File: src/hdl/gwwb_pkg.sv
// ----------------------------------------------------------------------------
// gwwb_pkg
// Shared types and constants of the gray-world white balance core: the
// controller states and the command and status groups between controller
// and datapath.
// ----------------------------------------------------------------------------
package gwwb_pkg;

  // integer bits of a gain, fixed by the Q8.f gain format
  localparam int unsigned GAIN_INT_BITS = 8;

  // width of the sample depth register and its value after reset
  localparam int unsigned DEPTH_W = 5;
  localparam logic [DEPTH_W-1:0] DEPTH_RESET = 5'd8;

  // controller states
  typedef enum logic [1:0] {
    ST_RUN,
    ST_LOAD,
    ST_DIV,
    ST_STORE
  } gwwb_state_e;

  // commands from controller to datapath
  typedef struct packed {
    logic run;         // pixel stream may move
    logic div_start;   // load divider with green sum and selected sum
    logic div_step;    // one quotient bit
    logic sel_blue;    // divider works on blue channel
    logic gain_write;  // store divider result in selected gain
    logic sum_clear;   // clear the three channel sums
  } gwwb_cmd_t;

  // status from datapath to controller
  typedef struct packed {
    logic last_accepted;  // last pixel of accumulate pass taken
    logic div_last;       // divider works on its final bit
  } gwwb_status_t;

endpackage

File: src/hdl/gwwb_div.sv
// ----------------------------------------------------------------------------
// gwwb_div
// Restoring divider for one gain: num/den in unsigned Q8.f, truncated,
// one quotient bit per step. Zero operands give 1.0, overflow saturates.
// ----------------------------------------------------------------------------
module gwwb_div
  import gwwb_pkg::*;
#(
  parameter int unsigned SUM_W          = 40,
  parameter int unsigned GAIN_FRAC_BITS = 16
) (
  input  logic                                    clk_i,
  input  logic                                    rst_ni,
  input  logic                                    start_i,
  input  logic                                    step_i,
  input  logic [SUM_W-1:0]                        num_i,
  input  logic [SUM_W-1:0]                        den_i,
  output logic [GAIN_INT_BITS+GAIN_FRAC_BITS-1:0] quot_o,
  output logic                                    last_o
);

  localparam int unsigned GAIN_W = GAIN_INT_BITS + GAIN_FRAC_BITS;
  localparam int unsigned CNT_W  = $clog2(GAIN_W);
  localparam logic [GAIN_W-1:0] GAIN_ONE = GAIN_W'(1) << GAIN_FRAC_BITS;
  localparam logic [GAIN_W-1:0] GAIN_MAX = '1;

  logic [CNT_W-1:0]  cnt_q, cnt_d;
  logic [SUM_W-1:0]  rem_q, rem_d;
  logic [GAIN_W-1:0] low_q, low_d;
  logic [GAIN_W-1:0] quot_q, quot_d;
  logic              special_q, special_d;
  logic [GAIN_W-1:0] special_val_q, special_val_d;
  logic [SUM_W:0]    trial;
  logic              fits;
  logic              zero_op;
  logic              saturate;

  // operand checks at load time
  assign zero_op  = (num_i == '0) || (den_i == '0);
  assign saturate = {{GAIN_INT_BITS{1'b0}}, num_i} >= {den_i, {GAIN_INT_BITS{1'b0}}};

  // trial subtract: the divisor is held by the sum register during the run
  assign trial = {rem_q, low_q[GAIN_W-1]};
  assign fits  = trial >= {1'b0, den_i};

  // next values of the iteration
  always_comb begin
    cnt_d         = cnt_q;
    rem_d         = rem_q;
    low_d         = low_q;
    quot_d        = quot_q;
    special_d     = special_q;
    special_val_d = special_val_q;
    if (start_i) begin
      cnt_d         = CNT_W'(GAIN_W - 1);
      rem_d         = SUM_W'(num_i >> GAIN_INT_BITS);
      low_d         = GAIN_W'(num_i[GAIN_INT_BITS-1:0]) << GAIN_FRAC_BITS;
      quot_d        = '0;
      special_d     = zero_op || saturate;
      special_val_d = zero_op ? GAIN_ONE : GAIN_MAX;
    end else if (step_i) begin
      cnt_d  = cnt_q - CNT_W'(1);
      rem_d  = fits ? SUM_W'(trial - {1'b0, den_i}) : SUM_W'(trial);
      low_d  = low_q << 1;
      quot_d = {quot_q[GAIN_W-2:0], fits};
    end
  end

  // step counter
  always_ff @(posedge clk_i or negedge rst_ni) begin
    if (!rst_ni) begin
      cnt_q <= '0;
    end else begin
      cnt_q <= cnt_d;
    end
  end

  // remainder, dividend bits and quotient
  always_ff @(posedge clk_i) begin
    rem_q         <= rem_d;
    low_q         <= low_d;
    quot_q        <= quot_d;
    special_q     <= special_d;
    special_val_q <= special_val_d;
  end

  assign last_o = (cnt_q == '0);
  assign quot_o = special_q ? special_val_q : quot_q;

endmodule

File: src/hdl/gwwb_dp.sv
// ----------------------------------------------------------------------------
// gwwb_dp
// Datapath: channel sums, gain registers, gain divider, and the two-stage
// scaling pipeline (multiply, then round and clamp) with its output register.
// ----------------------------------------------------------------------------
module gwwb_dp
  import gwwb_pkg::*;
#(
  parameter int unsigned SAMPLE_BITS      = 16,
  parameter int unsigned PIXEL_COUNT_BITS = 24,
  parameter int unsigned GAIN_FRAC_BITS   = 16
) (
  input  logic               clk_i,
  input  logic               rst_ni,
  // pixel input
  input  logic               in_valid_i,
  output logic               in_ready_o,
  input  logic               mode_i,
  input  logic [15:0]        red_i,
  input  logic [15:0]        green_i,
  input  logic [15:0]        blue_i,
  input  logic               last_i,
  // pixel output
  output logic               out_valid_o,
  input  logic               out_ready_i,
  output logic [15:0]        red_o,
  output logic [15:0]        green_o,
  output logic [15:0]        blue_o,
  // sample depth register
  input  logic               cfg_we_i,
  input  logic [DEPTH_W-1:0] cfg_wdata_i,
  // controller
  input  gwwb_cmd_t          cmd_i,
  output gwwb_status_t       status_o
);

  localparam int unsigned SUM_W  = SAMPLE_BITS + PIXEL_COUNT_BITS;
  localparam int unsigned GAIN_W = GAIN_INT_BITS + GAIN_FRAC_BITS;
  localparam int unsigned PROD_W = SAMPLE_BITS + GAIN_W;
  localparam int unsigned SCL_W  = SAMPLE_BITS + GAIN_INT_BITS;
  localparam logic [GAIN_W-1:0] GAIN_ONE = GAIN_W'(1) << GAIN_FRAC_BITS;
  localparam logic [PROD_W-1:0] HALF     = PROD_W'(1) << (GAIN_FRAC_BITS - 1);
  localparam logic [SAMPLE_BITS-1:0] SAMPLE_ONES = '1;

  logic [SAMPLE_BITS-1:0] red_smp, green_smp, blue_smp;
  logic                   accept;
  logic                   p1_en, out_en;

  logic [DEPTH_W-1:0]     depth_q;
  logic [DEPTH_W-1:0]     depth_eff;
  logic [SAMPLE_BITS-1:0] max_val;

  logic [SUM_W-1:0]       red_sum_q, green_sum_q, blue_sum_q;
  logic [GAIN_W-1:0]      red_gain_q, blue_gain_q;
  logic [GAIN_W-1:0]      div_quot;
  logic                   div_last;

  logic                   p1_valid_q;
  logic [PROD_W-1:0]      red_prod_q, blue_prod_q;
  logic [SAMPLE_BITS-1:0] green_p1_q;

  logic [PROD_W-1:0]      red_round, blue_round;
  logic [SCL_W-1:0]       red_scl, blue_scl;
  logic [SAMPLE_BITS-1:0] red_clamp, green_clamp, blue_clamp;

  logic                   out_valid_q;
  logic [15:0]            red_out_q, green_out_q, blue_out_q;

  // only the low sample bits take part
  assign red_smp   = red_i[SAMPLE_BITS-1:0];
  assign green_smp = green_i[SAMPLE_BITS-1:0];
  assign blue_smp  = blue_i[SAMPLE_BITS-1:0];

  // pipeline flow control
  assign out_en     = !out_valid_q || out_ready_i;
  assign p1_en      = !p1_valid_q || out_en;
  assign in_ready_o = cmd_i.run && p1_en;
  assign accept     = in_valid_i && in_ready_o;

  assign status_o.last_accepted = accept && !mode_i && last_i;
  assign status_o.div_last      = div_last;

  // sample depth register
  always_ff @(posedge clk_i or negedge rst_ni) begin
    if (!rst_ni) begin
      depth_q <= DEPTH_RESET;
    end else if (cfg_we_i) begin
      depth_q <= cfg_wdata_i;
    end
  end

  // effective depth and clamp value
  always_comb begin
    depth_eff = depth_q;
    if (depth_q == '0) begin
      depth_eff = DEPTH_W'(1);
    end else if (depth_q > DEPTH_W'(SAMPLE_BITS)) begin
      depth_eff = DEPTH_W'(SAMPLE_BITS);
    end
  end
  assign max_val = SAMPLE_ONES >> (DEPTH_W'(SAMPLE_BITS) - depth_eff);

  // channel sums, wrapping
  always_ff @(posedge clk_i or negedge rst_ni) begin
    if (!rst_ni) begin
      red_sum_q   <= '0;
      green_sum_q <= '0;
      blue_sum_q  <= '0;
    end else if (cmd_i.sum_clear) begin
      red_sum_q   <= '0;
      green_sum_q <= '0;
      blue_sum_q  <= '0;
    end else if (accept && !mode_i) begin
      red_sum_q   <= red_sum_q + SUM_W'(red_smp);
      green_sum_q <= green_sum_q + SUM_W'(green_smp);
      blue_sum_q  <= blue_sum_q + SUM_W'(blue_smp);
    end
  end

  // shared gain divider, green sum over red or blue sum
  gwwb_div #(
    .SUM_W          (SUM_W),
    .GAIN_FRAC_BITS (GAIN_FRAC_BITS)
  ) u_div (
    .clk_i   (clk_i),
    .rst_ni  (rst_ni),
    .start_i (cmd_i.div_start),
    .step_i  (cmd_i.div_step),
    .num_i   (green_sum_q),
    .den_i   (cmd_i.sel_blue ? blue_sum_q : red_sum_q),
    .quot_o  (div_quot),
    .last_o  (div_last)
  );

  // gain registers
  always_ff @(posedge clk_i or negedge rst_ni) begin
    if (!rst_ni) begin
      red_gain_q  <= GAIN_ONE;
      blue_gain_q <= GAIN_ONE;
    end else if (cmd_i.gain_write) begin
      if (cmd_i.sel_blue) begin
        blue_gain_q <= div_quot;
      end else begin
        red_gain_q <= div_quot;
      end
    end
  end

  // stage one: valid
  always_ff @(posedge clk_i or negedge rst_ni) begin
    if (!rst_ni) begin
      p1_valid_q <= 1'b0;
    end else if (p1_en) begin
      p1_valid_q <= accept && mode_i;
    end
  end

  // stage one: products with the gains in force at acceptance
  always_ff @(posedge clk_i) begin
    if (p1_en) begin
      red_prod_q  <= PROD_W'(red_smp) * PROD_W'(red_gain_q);
      blue_prod_q <= PROD_W'(blue_smp) * PROD_W'(blue_gain_q);
      green_p1_q  <= green_smp;
    end
  end

  // stage two: round half up and clamp
  assign red_round  = red_prod_q + HALF;
  assign blue_round = blue_prod_q + HALF;
  assign red_scl    = red_round[PROD_W-1:GAIN_FRAC_BITS];
  assign blue_scl   = blue_round[PROD_W-1:GAIN_FRAC_BITS];

  assign red_clamp   = (red_scl > SCL_W'(max_val)) ? max_val : red_scl[SAMPLE_BITS-1:0];
  assign blue_clamp  = (blue_scl > SCL_W'(max_val)) ? max_val : blue_scl[SAMPLE_BITS-1:0];
  assign green_clamp = (green_p1_q > max_val) ? max_val : green_p1_q;

  // output register
  always_ff @(posedge clk_i or negedge rst_ni) begin
    if (!rst_ni) begin
      out_valid_q <= 1'b0;
    end else if (out_en) begin
      out_valid_q <= p1_valid_q;
    end
  end

  always_ff @(posedge clk_i) begin
    if (out_en) begin
      red_out_q   <= 16'(red_clamp);
      green_out_q <= 16'(green_clamp);
      blue_out_q  <= 16'(blue_clamp);
    end
  end

  assign out_valid_o = out_valid_q;
  assign red_o       = red_out_q;
  assign green_o     = green_out_q;
  assign blue_o      = blue_out_q;

  // sums are empty after a clear
  a_sum_clear : assert property (@(posedge clk_i) disable iff (!rst_ni)
    cmd_i.sum_clear |=> (red_sum_q == '0) && (green_sum_q == '0) && (blue_sum_q == '0))
    else $error("channel sums not cleared");

  // an accepted apply pixel always reaches stage one
  a_apply_enters : assert property (@(posedge clk_i) disable iff (!rst_ni)
    (accept && mode_i) |=> p1_valid_q)
    else $error("apply pixel lost at stage one");

endmodule

File: src/hdl/gwwb_ctrl.sv
// ----------------------------------------------------------------------------
// gwwb_ctrl
// Controller: runs the pixel stream and, at the end of an accumulate pass,
// sequences the red then blue gain division and the clearing of the sums.
// ----------------------------------------------------------------------------
module gwwb_ctrl
  import gwwb_pkg::*;
(
  input  logic         clk_i,
  input  logic         rst_ni,
  input  gwwb_status_t status_i,
  output gwwb_cmd_t    cmd_o
);

  gwwb_state_e state_q, state_d;
  logic        sel_q, sel_d;

  // state register
  always_ff @(posedge clk_i or negedge rst_ni) begin
    if (!rst_ni) begin
      state_q <= ST_RUN;
      sel_q   <= 1'b0;
    end else begin
      state_q <= state_d;
      sel_q   <= sel_d;
    end
  end

  // next state and commands
  always_comb begin
    state_d        = state_q;
    sel_d          = sel_q;
    cmd_o          = '0;
    cmd_o.sel_blue = sel_q;
    unique case (state_q)
      ST_RUN: begin
        cmd_o.run = 1'b1;
        if (status_i.last_accepted) begin
          sel_d   = 1'b0;
          state_d = ST_LOAD;
        end
      end
      ST_LOAD: begin
        cmd_o.div_start = 1'b1;
        state_d         = ST_DIV;
      end
      ST_DIV: begin
        cmd_o.div_step = 1'b1;
        if (status_i.div_last) begin
          state_d = ST_STORE;
        end
      end
      ST_STORE: begin
        cmd_o.gain_write = 1'b1;
        if (sel_q) begin
          cmd_o.sum_clear = 1'b1;
          sel_d           = 1'b0;
          state_d         = ST_RUN;
        end else begin
          sel_d   = 1'b1;
          state_d = ST_LOAD;
        end
      end
      default: begin
        state_d = ST_RUN;
      end
    endcase
  end

  // a gain is stored only right after the division finished
  a_store_after_div : assert property (@(posedge clk_i) disable iff (!rst_ni)
    (state_q == ST_STORE) |-> ($past(state_q) == ST_DIV))
    else $error("gain stored without division");

  // frame end starts the gain computation
  a_last_loads : assert property (@(posedge clk_i) disable iff (!rst_ni)
    (status_i.last_accepted && (state_q == ST_RUN)) |=> (state_q == ST_LOAD) && !sel_q)
    else $error("frame end did not start red gain division");

endmodule

File: src/hdl/gray_world_white_balance_core.sv
// An apply-mode pixel passes the stage-one register, then the output register.
// Throughput: one pixel per cycle in both modes while the output is taken and
// no gain is being computed. The pixel flagged last in accumulate mode stalls
// input for the red, then blue gain: load, one divider bit per cycle, store.
// Reset: sums cleared, both gains 1.0, sample depth 8, no result pending.
// ----------------------------------------------------------------------------
// gray_world_white_balance_core
// Gray-world white balance over an RGB pixel stream: accumulate pass builds
// channel sums and gains, apply pass scales red and blue by their gains.
// ----------------------------------------------------------------------------
module gray_world_white_balance_core
  import gwwb_pkg::*;
#(
  parameter int unsigned SAMPLE_BITS      = 16,
  parameter int unsigned PIXEL_COUNT_BITS = 24,
  parameter int unsigned GAIN_FRAC_BITS   = 16
) (
  input  logic               clk_i,
  input  logic               rst_ni,
  // pixel input
  input  logic               s_tvalid,
  output logic               s_tready,
  input  logic [47:0]        s_tdata,   // red_in, green_in, blue_in
  input  logic               s_tuser,   // mode
  input  logic               s_tlast,   // frame_last
  // pixel output
  output logic               m_tvalid,
  input  logic               m_tready,
  output logic [47:0]        m_tdata,   // red_out, green_out, blue_out
  // sample depth register
  input  logic               cfg_we_i,
  input  logic [DEPTH_W-1:0] cfg_wdata_i
);

  gwwb_cmd_t    cmd;
  gwwb_status_t status;

  // sequencing
  gwwb_ctrl u_ctrl (
    .clk_i    (clk_i),
    .rst_ni   (rst_ni),
    .status_i (status),
    .cmd_o    (cmd)
  );

  // sums, gains and scaling
  gwwb_dp #(
    .SAMPLE_BITS      (SAMPLE_BITS),
    .PIXEL_COUNT_BITS (PIXEL_COUNT_BITS),
    .GAIN_FRAC_BITS   (GAIN_FRAC_BITS)
  ) u_dp (
    .clk_i       (clk_i),
    .rst_ni      (rst_ni),
    .in_valid_i  (s_tvalid),
    .in_ready_o  (s_tready),
    .mode_i      (s_tuser),
    .red_i       (s_tdata[15:0]),
    .green_i     (s_tdata[31:16]),
    .blue_i      (s_tdata[47:32]),
    .last_i      (s_tlast),
    .out_valid_o (m_tvalid),
    .out_ready_i (m_tready),
    .red_o       (m_tdata[15:0]),
    .green_o     (m_tdata[31:16]),
    .blue_o      (m_tdata[47:32]),
    .cfg_we_i    (cfg_we_i),
    .cfg_wdata_i (cfg_wdata_i),
    .cmd_i       (cmd),
    .status_o    (status)
  );

endmodule

File: config.mk
export PLATFORM = sky130hd
export DESIGN_NAME = gray_world_white_balance_core
export DESIGN_NICKNAME = d
export VERILOG_FILES = /design/src/hdl/gwwb_pkg.sv /design/src/hdl/gwwb_div.sv /design/src/hdl/gwwb_dp.sv /design/src/hdl/gwwb_ctrl.sv /design/src/hdl/gray_world_white_balance_core.sv
export SDC_FILE = /design/constraint.sdc
export NUM_CORES = 2
export LEC_CHECK = 0
export BUFFER_PORTS_ARGS = -buffer_cell sky130_fd_sc_hd__buf_2
export CAP_MARGIN = 10
export CORE_MARGIN = 5
export CORE_UTILIZATION = 30
export CTS_CLUSTER_SIZE = 14
export DETAILED_ROUTE_END_ITERATION = 8
export SKIP_CTS_REPAIR_TIMING = 1
export SYNTH_ARGS = -nofsm -noshare
export SYNTH_HDL_FRONTEND = slang
export SYNTH_SLANG_ARGS = --single-unit
export TNS_END_PERCENT = 5
File: constraint.sdc
create_clock -name clk_i -period 7.3 [get_ports clk_i]
set_input_delay 1.095 -clock clk_i [delete_from_list [all_inputs] [get_ports clk_i]]
set_output_delay 1.095 -clock clk_i [all_outputs]
set_load 0.03 [all_outputs]
# Word-level counts from Yosys, hierarchy flattened
# Cells that the tools add are included.
[totals]
input_bits = 60
output_inout_bits = 50
elab_cells = 103
regBits = 424
[op_classes]
order_cmp = 6
n_reduce_logical = 24
n_eq_ne = 5
n_addsub = 8
bitwise = 1
n_shift = 1
n_mux = 33
mul = 2
[ops]
columns = ["cell", "count"]
rows = [
  ["$mux 40", 8],
  ["$add 40x16->40", 3],
  ["$mux 24", 4],
  ["$add 40x16->40 const B", 2],
  ["$logic_not 40->1", 2],
  ["$mul 16x24->40", 2],
  ["$mux 32", 2],
  ["$ge 40x48->1", 1],
  ["$gt 24x16->1", 2],
  ["$mux 16", 3],
  ["$ge 41x40->1", 1],
  ["$sub 40x40->40", 1],
  ["$mux 5", 4],
  ["$gt 16x16->1", 1],
  ["$shr 16x5->16 const A", 1],
  ["$logic_not 5->1", 2],
  ["$pmux 2 s4", 1],
  ["$reduce_and 2->1", 4],
  ["$mux 1", 7],
  ["$mux 2", 3],
  ["$reduce_bool 2->1", 3],
  ["$gt 5x5->1 const B", 1],
  ["$logic_and 1x1->1", 5],
  ["$sub 5x1->5 const B", 1],
  ["10 further kinds", 16],
]

# Logic depth before layout (Yosys ltp)
[logic_depth]
ltp_word = 9
ltp_mapped = 24
mapped_depth_nobuf = 23

# Modules after synthesis
# Synthesis repeated with hierarchy kept, for this count alone.
[unflattened]
cells_unflattened = 5146
area_unflattened_um2 = 47649.4
[modules_own_cells]
columns = ["mod", "cells_per_inst", "area_each_um2", "seq_area_each_um2", "n_inst"]
rows = [
  ["gwwb_dp", 4311, 40311.2, 7806.2, 1],
  ["gwwb_div", 812, 7113.1, 2026.9, 1],
  ["gwwb_ctrl", 23, 225.2, 75.1, 1],
]

# Least setup slack after synthesis
# OpenSTA, ideal clock, no wires.
[synth_path]
path_kind = "input -> register"
startpoint = "input port s_tdata[1]"
endpoint = "register u_dp.red_prod_q[38], data pin"
setup_time_ps = 262
path_slack_ps = 210
arrival_ps = 6827
path_stages = 21
required_time_ps = 7038
n_path_buf = 1
cell_sequence = "clkbuf_1 -> nand2_1 -> fa_1 -> inv_1 -> fa_1 -> inv_1 -> fa_1 -> inv_1 -> fa_1 -> fa_1 -> fa_1 -> ha_1 -> a21o_1 -> a21o_1 -> a21o_1 -> a221oi_1 -> o31ai_1 -> a21bo_2 -> o41ai_1 -> o21bai_1 -> xor2_1"
[synth_via]
elab_chain_cells = 1
[synth_lines]
columns = ["element", "line", "text"]
rows = [
  ["start, declared", "gray_world_white_balance_core.sv:23", "input logic [47:0] s_tdata,"],
  ["$mul 16x24->40", "gwwb_dp.sv:161", "red_prod_q <= PROD_W'(red_smp) * PROD_W'(red_gain_q);"],
  ["end signal, assigned", "gwwb_dp.sv:161", ""],
  ["end, declared", "gwwb_dp.sv:59", "logic [PROD_W-1:0] red_prod_q, blue_prod_q;"],
]
# Every way passes these cells.
# A chain may end at the register's enable or synchronous reset.

# Worst setup path after layout
[layout_path]
startpoint = "register u_dp.red_gain_q[11]"
endpoint = "register u_dp.red_prod_q[38], data pin"
[layout_via]
elab_chain_cells = 1
[layout_lines]
columns = ["element", "line", "text"]
rows = [
  ["start, declared", "gwwb_dp.sv:54", "logic [GAIN_W-1:0] red_gain_q, blue_gain_q;"],
  ["start signal, assigned", "gwwb_dp.sv:144", "red_gain_q <= div_quot;"],
  ["$mul 16x24->40", "gwwb_dp.sv:161", ""],
]
# Every way passes these cells.

==> impl_metrics.toml <==
[cts]
cts.reportedPaths.clkPinSlew_ns = 0.06
cts_tree = "yes"
cts.path.max_buffers = 3
h-tree-depth = 2
cts.sinks = 371
cts_root_buffer = "clkbuf_16"
insertion_delay_ns = 0.61
numCtsBuffers = 46

[yosys]
ys_warn_count = 0
synth_top_cell_by_area = "fa_1"
synth_seq_cells = 371
avgSynthCellArea_um2 = 9.01
synth_fp_nets = 6331
syn_area_mm2 = 0.0474
synth_cell_types = 79
synth_area_leaders = "fa_1, ha_1, edfxtp_1, dfrtp_1, inv_1"
synth_commonest_cells = "inv_1, nand2_1, fa_1, ha_1, and2_1"
synth_edf_count = 156
async_reset_ff_share_pct = 49.3
ys_seq_area_share_pct = 20.9
synth_most_common_cell = "inv_1"
synth_top_area_share_pct = 25.9
syn_inst = 5258
ys.flop_type = "dfrtp_1"

[final_layout]
stdcell_area_mm2 = 0.0527
syn_to_final_growth_pct = 11.2
fin_cells = 7468
drive_above_1_share_pct = 7.87
post-route-util_pct = 33.7
nNetsFinal = 6437

[die]
start_util_pct = 30.3
num_io_pins = 110
rows = 145
die_y_um = 407
die_w_um = 407
placeableCoreArea_mm2 = 0.157
die_area_mm2 = 0.166

[setup_path]
crit_family = "adder cells"
cp_max_fo = 13
arrival_ns = 7.23
cp.required_ns = 7.65
path_cells = "nand2_1 -> fa_1 -> fa_1 -> fa_1 -> inv_1 -> fa_1 -> fa_1 -> inv_1 -> fa_1 -> inv_1 -> ha_1 -> a21o_1 -> a211o_1 -> a211oi_1 -> o31a_1 -> o31ai_1 -> a21bo_2 -> o41ai_1 -> o21bai_1 -> xor2_1"
slowest_delay_ns = 0.77
cpMaxStageDelayCell = "dfrtp_1"
endpoint_kind = "register"
crit_type = "reg -> reg"
path_buf_inv = 3
setup.worst_path.start_class = "register"
crit_path_frequent_cell = "fa_1"

[global_route]
met3_usage_pct = 3.68
grt_pass1_vias = 38212
grt-busiest-layer = "met2"
grt_pass1_wl_mm = 223
use_met1_pct = 23.4
antenna_found_initial = 9
met2_usage_pct = 26.1
grt_overflow = 0
grt_start_max_net_pins = 82
track_usage_pct = 16.8

[timing]
tightestPinTransition_ns = 1.18
clock.fmax_ghz = 0.145
worst_slack_ns = 0.412
fin_crit_ns = 6.89
hold_viol = 0
setup_viol = 0
finalCritPeriodShare_pct = 94.4
slew_headroom_pct = 21.3
finClkSkew_ns = 0.0335
rsz0062_at_grt = "false"
slew_violations = 0

[placement]
dp.cells = 7374
port_buffers = 109
globalplace.congestion = 0.939
place_area_mm2 = 0.0511
dp_slack_ns = -0.180
hpwl_mm = 114

[routing]
routed_via_density = 5.01
drt_first_pass_iters = 5
routed_wl_mm = 142
num_vias = 37420
drc_errors = 0
wl_per_cell_um = 19.0
drtIter0Drc = 2887
drtAntennaViolNets = 0

[worst_hold_path]
hold_class = "reg -> reg"

[flow_run]
cap_violations = 0

[outcome]
outcome = "complete, no violations"
sequential cells by signal, indices dropped and copies added (netlist names), 25 cells and up:
signal / count
u_dp.blue_prod_q: 25
u_dp.green_sum_q: 40
u_dp.red_sum_q: 40
u_dp.blue_sum_q: 40
u_dp.u_div.rem_q: 40
u_dp.red_prod_q: 25
per-layer routing:
layer	vias to the layer above	part of all wire [%]
li1	17416	-
met1	18610	45
met2	1180	43
met3	210	7.9
met4	4	3.6
met5	-	0.019
cells by family (layout without fill, tap and decap cells):
family | after synthesis | in the layout | synth area share (%)
and+or+nand+nor | 1758 | 1758 | 18.0
muxes | 157 | 157 | 3.39
buffers and inverters | 1028 | 1172 | 8.20
other | 0 | 8 | 0
DFF | 371 | 371 | 20.9
AOI/OAI and AO/OA | 767 | 767 | 10.1
xor gates and xnor gates | 164 | 164 | 3.03
adders and majority gates | 1013 | 1013 | 36.5
final cells by class:
class                           count  area (um2)
Antenna cell                        8        20.0
Clock buffer                       65        1310
Clock inverter                     21         288
Fill cell                       16124      104000
Inverter                          794        2980
Multi-Input combinational cell   3859       33600
Sequential cell                   371        9910
Tap cell                         2058        2570
Timing Repair Buffer              292        1990
metrics by stage:
stage | TNS, ns | hold slack (ns)
final | 0 | 0.474
after global routing | 0 | 0.514
after CTS | 0 | 0.479
after detailed placement | -0.608 | 0.463
after global placement | -0.256 | 0.456
after floorplan | 0 | 0.435
path summary, 6_finish.rpt:
kind	slack, ns	cells after the start	endpoint	start
max	0.41	20	u_dp.red_prod_q[38]	u_dp.red_gain_q[11]
min	0.47	1	u_dp.out_valid_o	u_dp.p1_valid_q
max reg2reg	0.41	20	u_dp.red_prod_q[38]	u_dp.red_gain_q[11]
min reg2reg	0.47	1	u_dp.out_valid_o	u_dp.p1_valid_q
max in group asynchronous	5.43	2	u_dp.green_sum_q[18]	rst_ni
min in group asynchronous	0.49	1	u_dp.blue_sum_q[20]	rst_ni
worst register-to-register path, cell delays in order, from the launching register on:
cell      delay [ns]
dfrtp_1         0.77
nand2_1         0.18
fa_1            0.55
fa_1            0.52
fa_1            0.51
inv_1           0.05
fa_1            0.49
fa_1            0.49
inv_1           0.05
fa_1            0.47
inv_1           0.05
ha_1            0.30
a21o_1          0.18
a211o_1         0.31
a211oi_1        0.18
o31a_1          0.19
o31ai_1         0.18
a21bo_2         0.27
o41ai_1         0.59
o21bai_1        0.16
xor2_1          0.17
cell usage in the layout (no fill, tap or decap), types with 91 or more instances in the layout:
| cell | count |
|---|---|
| inv_1 | 793 |
| nand2_1 | 735 |
| fa_1 | 614 |
| ha_1 | 396 |
| and2_1 | 322 |
| a21oi_1 | 252 |
| nor2_1 | 241 |
| o21ai_0 | 181 |
| dfrtp_1 | 179 |
| buf_4 | 178 |
| edfxtp_1 | 156 |
| mux2i_1 | 129 |
| buf_2 | 108 |
| xnor2_1 | 99 |
| nand3_1 | 91 |
Power is not shown: default switching activity piles up to over one toggle a cycle in this logic, so the estimate is an artifact.
